$ cat config.mk
export PLATFORM = sky130hd
export DESIGN_NAME = rpnsa_ctrl
export DESIGN_NICKNAME = d
export VERILOG_FILES = /design/src/hw/rtl/rpnsa_pkg.sv /design/src/hw/rtl/rpnsa_ctrl.sv
export SDC_FILE = /design/constraint.sdc
export NUM_CORES = 1
export LEC_CHECK = 0
export ABC_AREA = 1
export BUFFER_PORTS_ARGS = -buffer_cell sky130_fd_sc_hd__clkbuf_2
export CORE_AREA = 10 10 47 49
export CTS_CLUSTER_SIZE = 12
export DETAILED_ROUTE_END_ITERATION = 10
export DIE_AREA = 0 0 57 59
export GPL_TIMING_DRIVEN = 0
export SYNTH_ARGS = -nofsm -noshare
export SYNTH_HDL_FRONTEND = slang
export SYNTH_SLANG_ARGS = --single-unit
$ cat constraint.sdc
create_clock -name clk -period 2 [get_ports clk]
set_clock_uncertainty 0.15 [all_clocks]
set_input_delay 0.3 -clock clk [delete_from_list [all_inputs] [get_ports clk]]
set_output_delay 0.3 -clock clk [all_outputs]
set_load 0.005 [all_outputs]
$ cat src/hw/rtl/rpnsa_pkg.sv
// Package: shared types, constants and codes for the RPN stack arithmetic unit.
package rpnsa_pkg;

	localparam int StackDepth = 64;
	localparam int FracBits   = 16;
	localparam int AddrW      = $clog2(StackDepth);
	localparam int CountW     = $clog2(StackDepth + 1);
	localparam int DepthW     = 7;

	localparam logic [63:0] PosMax  = 64'h7FFF_FFFF_FFFF_FFFF;
	localparam logic [63:0] NegMax  = 64'h8000_0000_0000_0000;

	typedef enum logic [2:0] {
		ST_OK   = 3'd0,
		ST_FEW  = 3'd1,
		ST_FULL = 3'd2,
		ST_DIVZ = 3'd3,
		ST_SAT  = 3'd4
	} status_t;

	typedef enum logic [1:0] {
		OP_ADD = 2'd0,
		OP_SUB = 2'd1,
		OP_MUL = 2'd2,
		OP_DIV = 2'd3
	} op_t;

	typedef enum logic {
		REQ_PUSH = 1'b0,
		REQ_OPER = 1'b1
	} req_t;

	typedef struct packed {
		logic               req_type;
		logic signed [63:0] push_value;
		logic [1:0]         op_code;
		logic               reduce_all;
	} req_item_t;

	typedef struct packed {
		logic signed [63:0] top_value;
		logic [2:0]         status;
		logic [6:0]         depth_after;
	} rsp_item_t;

	typedef enum logic [3:0] {
		S_IDLE,
		S_PUSH,
		S_RD_A,
		S_RD_B,
		S_OPND,
		S_CALC,
		S_WR,
		S_RD_TOP,
		S_TOP,
		S_DONE
	} ctl_state_t;

	// controller -> datapath
	typedef struct packed {
		logic load_req;
		logic wr_push;
		logic rd_a;
		logic rd_b;
		logic rd_top;
		logic cap_a;
		logic cap_b;
		logic calc_start;
		logic wr_result;
		logic cap_top;
		logic set_few;
		logic set_full;
		logic set_divz;
		logic emit;
	} dp_cmd_t;

	// datapath -> controller
	typedef struct packed {
		logic is_oper;
		logic reduce;
		logic full;
		logic few;
		logic empty;
		logic divz;
		logic calc_done;
		logic more;
	} dp_sts_t;

endpackage

$ cat src/hw/rtl/rpnsa_ctrl.sv
// Controller state machine sequencing push, operate and reduce walks.
module rpnsa_ctrl (
	input  logic               clk,
	input  logic               arst_n,
	input  logic               start,
	output logic               busy,
	output rpnsa_pkg::dp_cmd_t cmd,
	input  rpnsa_pkg::dp_sts_t sts
);
	import rpnsa_pkg::*;

	ctl_state_t state_q, state_d;

	always_ff @(posedge clk or negedge arst_n) begin
		if (!arst_n) state_q <= S_IDLE;
		else state_q <= state_d;
	end

	always_comb begin
		state_d = state_q;
		unique case (state_q)
			S_IDLE: if (start) state_d = S_PUSH;
			S_PUSH: begin
				if (!sts.is_oper || sts.few) state_d = S_RD_TOP;
				else state_d = S_RD_A;
			end
			S_RD_A:   state_d = S_RD_B;
			S_RD_B:   state_d = S_OPND;
			S_OPND:   state_d = sts.divz ? S_RD_TOP : S_CALC;
			S_CALC:   if (sts.calc_done) state_d = S_WR;
			S_WR:     state_d = sts.reduce ? S_PUSH : S_RD_TOP;
			S_RD_TOP: state_d = S_TOP;
			S_TOP:    state_d = S_DONE;
			S_DONE:   state_d = S_IDLE;
			default:  state_d = S_IDLE;
		endcase
	end

	// S_PUSH decides the item; on a reduce walk it re-enters with is_oper set
	logic first_q;
	always_ff @(posedge clk or negedge arst_n) begin
		if (!arst_n) first_q <= 1'b0;
		else if (state_q == S_IDLE) first_q <= 1'b1;
		else if (state_q == S_PUSH) first_q <= 1'b0;
	end

	always_comb begin
		cmd  = '0;
		busy = state_q != S_IDLE;
		unique case (state_q)
			S_IDLE: cmd.load_req = start;
			S_PUSH: begin
				if (!sts.is_oper) begin
					if (sts.full) cmd.set_full = 1'b1;
					else cmd.wr_push = 1'b1;
				end else if (sts.few && first_q) begin
					cmd.set_few = 1'b1;
				end
			end
			S_RD_A:   cmd.rd_a = 1'b1;
			S_RD_B: begin
				cmd.rd_b  = 1'b1;
				cmd.cap_a = 1'b1;
			end
			S_OPND: begin
				cmd.cap_b = 1'b1;
				if (sts.divz) cmd.set_divz = 1'b1;
				else cmd.calc_start = 1'b1;
			end
			S_WR:     cmd.wr_result = 1'b1;
			S_RD_TOP: cmd.rd_top = 1'b1;
			S_TOP:    cmd.cap_top = 1'b1;
			S_DONE:   cmd.emit = 1'b1;
			default: ;
		endcase
	end
endmodule

==> metrics, run 1 <==
antenna diode count 0; share of the synthesized area in the top cell type 30.4%; Period Utilization, post-route 90.1%; Clock Tree Root clkbuf_4; cell with the most instances after synthesis nand2_1; Design Area, Final 583 um^2; Crit Path Max Fanout 5; Slew HR 82.8%; die footprint 3360 um^2; Cell Area, Synth 412 um^2; EDFF count, synth 0; GPL Wtd Cong 0.827; register area 125 um^2; nets 102; Mapped Avg Cell Area 6.64 um^2; register bit total from synthesis 5; Hold WS 0.219 ns; syn_nets 73; Placed Instance Area 547 um^2; Distinct cells, synth 18; register area share after synthesis 30.4%; first-pass GRT wire length 2030 um; synthesis-to-layout area growth 41.6%; RSZ-0062 raised after global routing false; IO buf count 23; post-route ant nets 0; Post-synth top cells 11 x nand2_1, 9 x inv_1, 8 x nor2_1; Initial DRC Count 12; Hold Crit Class in -> reg; setup violators final 0; number of global-route vias before repair 481; setup ws final 0.198 ns; Worst setup SP type register; critical path capture point type output port; dominant cell type by area after synthesis dfrtp_1; synthesized instance count 62; area of the multi-input gates 234 um^2; Vias 466; drt drc 0; Core Footprint 1400 um^2; # resized after CTS 0; worst IR drop on VDD 0.000595 V; status finished, final reports clean; Final Critical Period 1.80 ns; total of max-cap violations 0; GRT Util Overall 7.29%; initial core utilization 29.4%; Cell Rows 14; clk sink count 5; die width 57 um; worst slew pin tran 0.256 ns; Post-Place Setup Slack 0.450 ns; iteration count of the initial detailed-routing pass 4; dominant cells by area after synthesis dfrtp_1 30%, nand2_1 10%, inv_1 8.2%; post-synthesis async set-or-reset flop share 100%; Num CTS Buffers 3; total negative slack 0 ns; Final Routed Wirelength 1150 um; Top FF cell, synth dfrtp_1; Static Leak 0.348 nW; Final Util 41.6%; maximum clock path buffer count 2; Crit path required time 1.55 ns; CP arrival 1.35 ns; Max Transition Viols Final 0; Cell Pwr Density 1480 nW/um^2; yosys warns 0; final hold vios 0; Worst-path clk slew 0.04 ns; routed len/inst 10.8 um; Die Ht 59 um; grt ovf 0; IO Pins 26; H-tree levels 1; DR vias/cell 4.40; clk_lat worst skew 0.24 ns; fraction of final layout cells with drive strength greater than 1 46.7%; antenna violations before repair 0; f_max 0.555 GHz; critical setup path kind reg -> out; fillers 168; largest net degree at the start of global routing 7; placed wire-length estimate 1020 um; CTS tree done
==> where the power goes <==
| group | total [mW] | leakage, nW | internal, mW | switching [mW] |
|---|---|---|---|---|
| registers | 0.233 | 0.0614 | 0.153 | 0.0796 |
| logic | 0.516 | 0.272 | 0.200 | 0.316 |
| clock network | 0.111 | 0.0150 | 0.0751 | 0.0364 |
| total | 0.860 | 0.348 | 0.428 | 0.432 |
==> per-layer routing <==
layer  share of wire (%)  up-vias  wire [um]  global-route usage, %
met5                   0        -          0                      0
met4                   0        0          0                   2.01
met3                 6.1        0         70                   4.08
met2                  50       13        575                   12.4
met1                  44      203        501                   7.58
li1                    -      250          -                      -
==> state kept, by name, indices dropped and copies added, names as in the netlist <==
name	flops
state_q	4
first_q	1
==> what timing repair did <==
item | CTS | global route
hold buffers | 1 | 0
setup endpoints to repair | 0 | 0
hold endpoints to repair | 5 | 0
buffers inserted | 0 | 0
==> critical path, cell delays in order, from the launching register on <==
cell and delay (ns):
dfrtp_1 0.44, nor2_2 0.27, nand2_2 0.13, nor3_1 0.14, clkbuf_2 0.14
==> layout make-up <==
cell class / count / area share (%)
Tap cell: 16 / 3.43
Buffer: 1 / 1.29
Timing Repair Buffer: 24 / 21.5
Sequential cell: 5 / 21.5
Clock buffer: 4 / 4.51
Inverter: 12 / 7.73
Multi-Input combinational cell: 44 / 40.1
==> logic make-up (layout without fill, tap and decap cells) <==
group,after synthesis,count (layout),synth area share (%)
simple gates,42,42,54.1
compound gates,2,2,2.74
flops,5,5,30.4
buf+inv,13,41,12.8
==> placed cells by master, fill, tap and decap left out, drive strengths merged <==
cell type | synthesis | routed
nand4 | 1 | 1
nor4 | 1 | 1
buf | 1 | 1
nand3 | 7 | 7
nor2 | 14 | 14
inv | 12 | 12
dfrtp | 5 | 5
nand2 | 14 | 14
o22ai | 1 | 1
nor3 | 4 | 4
dlygate4sd3 | 0 | 1
clkbuf | 0 | 27
o21ai | 1 | 1
nand3b | 1 | 1
==> through the flow <==
| step | std cells | total power, mW |
|---|---|---|
| 2_1_floorplan | 62 | 0.591 |
| 3_3_place_gp | 101 | 0.757 |
| 3_5_place_dp | 101 | 0.763 |
| 4_1_cts | 106 | 0.882 |
| 5_1_grt | 106 | 0.972 |
| 6_report | 106 | 0.860 |
==> worst paths after layout <==
| check | depth (start not counted) | end | slack (ns) | from |
|---|---|---|---|---|
| setup / recovery | 4 | cmd[12] | 0.20 | state_q[3]$_DFFE_PN0P_ |
| hold / removal | 4 | state_q[0]$_DFFE_PN0P_ | 0.22 | sts[1] |
| setup reg to reg | 5 | state_q[0]$_DFFE_PN0P_ | 0.67 | state_q[1]$_DFFE_PN0P_ |
| hold reg to reg | 2 | first_q$_DFFE_PN0P_ | 0.33 | first_q$_DFFE_PN0P_ |
| max in group asynchronous | 2 | state_q[0]$_DFFE_PN0P_ | 1.30 | arst_n |
| min in group asynchronous | 2 | state_q[2]$_DFFE_PN0P_ | 0.26 | arst_n |
Power figures use the tool's default switching activity.
==> inputs of run 2 (changes only) <==
- clock period: 2 -> 1.8 ns (I/O delays scaled with it)
==> run 2 against run 1 <==
Against the previous run:
- critical path depth unchanged
- clock power increased by 12%
- sequential share of layout area about the same
- highest routed layer unchanged
- total power increased by 15%
- first-iteration DRC count increased by 8.3%
- routed wire length increased by 1.4%
- flip-flop and latch count unchanged
- worst setup slack got worse by 0.098 ns
==> metrics, run 2 (same netlist as run 1, synthesis figures left out) <==
status finished, final reports clean; Int Pwr 0.491 mW; fraction of final layout cells with drive strength greater than 1 48.9%; initial core utilization 29.4%; nets 102; routed len/inst 11.0 um; synthesis-to-layout area growth 44.7%; IO buf count 23; Sw Share 50.3%; clk sink count 5; Clock Power Share 12.5%; Slew HR 82.8%; f_max 0.588 GHz; Crit path required time 1.38 ns; setup violators final 0; die width 57 um; internal reg-to-reg setup slack 0.52 ns; worst reg2reg path depth 5; final hold vios 0; most frequent cells in the layout 23 x clkbuf_2, 11 x nand2_1, 9 x inv_1; register name with the most flops state_q; setup ws final 0.100 ns; Crit Path Max Fanout 5; post-route ant nets 0; GRT Util Overall 7.29%; number of global-route vias before repair 481; Core Footprint 1400 um^2; worst slew pin tran 0.256 ns; Max Transition Viols Final 0; critical path capture point type output port; DR vias/cell 4.36; CP arrival 1.28 ns; placed wire-length estimate 1020 um; Vias 462; net switching power 0.497 mW; leading cell type in the layout, fill and taps excluded clkbuf_2; die footprint 3360 um^2; antenna diode count 0; Final Critical Period 1.70 ns; worst IR drop on VDD 0.000631 V; largest net degree at the start of global routing 7; clk_lat worst skew 0.24 ns; iteration count of the initial detailed-routing pass 4; Final Util 42.5%; Hold Crit Class in -> reg; sequential power share 28.2%; RSZ-0062 raised after global routing true; Worst setup SP type register; maximum clock path buffer count 2; antenna violations before repair 0; Worst-path clk slew 0.04 ns; Critical path destination cmd[12]; Overall Power 0.988 mW; Cell Rows 14; GPL Wtd Cong 0.827; reg2reg end state_q[0]$_DFFE_PN0P_; total of max-cap violations 0; RR Startpoint state_q[2]$_DFFE_PN0P_; CP startpoint state_q[3]$_DFFE_PN0P_; Period Utilization, post-route 94.4%; grt ovf 0; largest registers state_q x4, first_q x1; Clock Tree Root clkbuf_4; Post-Place Setup Slack 0.280 ns; Static Leak 0.348 nW; H-tree levels 1; CTS tree done; Comb power frac 59.3%; Placed Cells 101; max reg flops 4; first-pass GRT wire length 2030 um; IO Pins 26; fillers 164; critical setup path kind reg -> out; drt drc 0; fin cells 106; Final Routed Wirelength 1160 um; Cell Pwr Density 1660 nW/um^2; Die Ht 59 um; Post CTS Setup Buffer Count 0; Initial DRC Count 13; Num CTS Buffers 3
-- run 2: cell counts in the layout (fill, tap and decap cells not counted) --
Identical to the previous run, type by type.
-- run 2: area by class of cell --
cell class                      instances  area (um^2)  area share (%)
Tap cell                               16         20.0            3.36
Inverter                               12         45.0            7.56
Timing Repair Buffer                   24          125            21.0
Buffer                                  1         7.51            1.26
Sequential cell                         5          128            21.4
Clock buffer                            4         26.3            4.41
Multi-Input combinational cell         44          244            41.0
-- run 2: worst max-delay path, cell delays in order, from the launching register on --
cell and delay [ns]:
dfrtp_1 0.46, nor2_4 0.20, nand2_2 0.11, nor3_1 0.14, clkbuf_2 0.14
-- run 2: per-layer routing --
layer  vias up  wire length (um)  track usage (%)  part of all wire (%)
met1       198               495             7.58                    43
met3         0                74             4.08                   6.4
met5         -                 0                0                     0
met2        15               593             12.4                    51
met4         0                 0             2.01                     0
li1        249                 -                -                     -
-- run 2: worst min-delay path by stage --
stage / startpoint / cells after the start / to / slack [ns]
after floorplan: arst_n / 0 / first_q$_DFFE_PN0P_ / -0.18
after global placement: arst_n / 1 / first_q$_DFFE_PN0P_ / -0.06
after detailed placement: arst_n / 1 / first_q$_DFFE_PN0P_ / -0.06
after CTS: sts[1] / 4 / state_q[0]$_DFFE_PN0P_ / 0.19
after global routing: sts[1] / 4 / state_q[0]$_DFFE_PN0P_ / 0.20
final: sts[1] / 4 / state_q[0]$_DFFE_PN0P_ / 0.19
-- run 2: power by group through the flow --
stage	clock network (mW)	registers, mW	logic, mW
2_1_floorplan	0	0.242	0.415
3_3_place_gp	0	0.260	0.581
3_5_place_dp	0	0.260	0.588
4_1_cts	0.130	0.259	0.591
5_1_grt	0.143	0.292	0.677
6_report	0.124	0.279	0.585
-- run 2: repair_timing --
item | 4_1_cts | 5_1_grt
hold endpoints to repair | 5 | 0
gates resized for setup | 0 | 4
setup endpoints to repair | 0 | 8
hold buffers | 1 | 0
-- run 2: per-stage QoR --
| step | instance area (um^2) | hold slack [ns] | TNS (ns) |
|---|---|---|---|
| finish | 596 | 0.186 | 0 |
| global route | 596 | 0.204 | -0.0426 |
| CTS | 583 | 0.187 | 0 |
| detailed placement | 547 | -0.0580 | 0 |
| global placement | 547 | -0.0620 | 0 |
| floorplan | 412 | -0.176 | 0 |
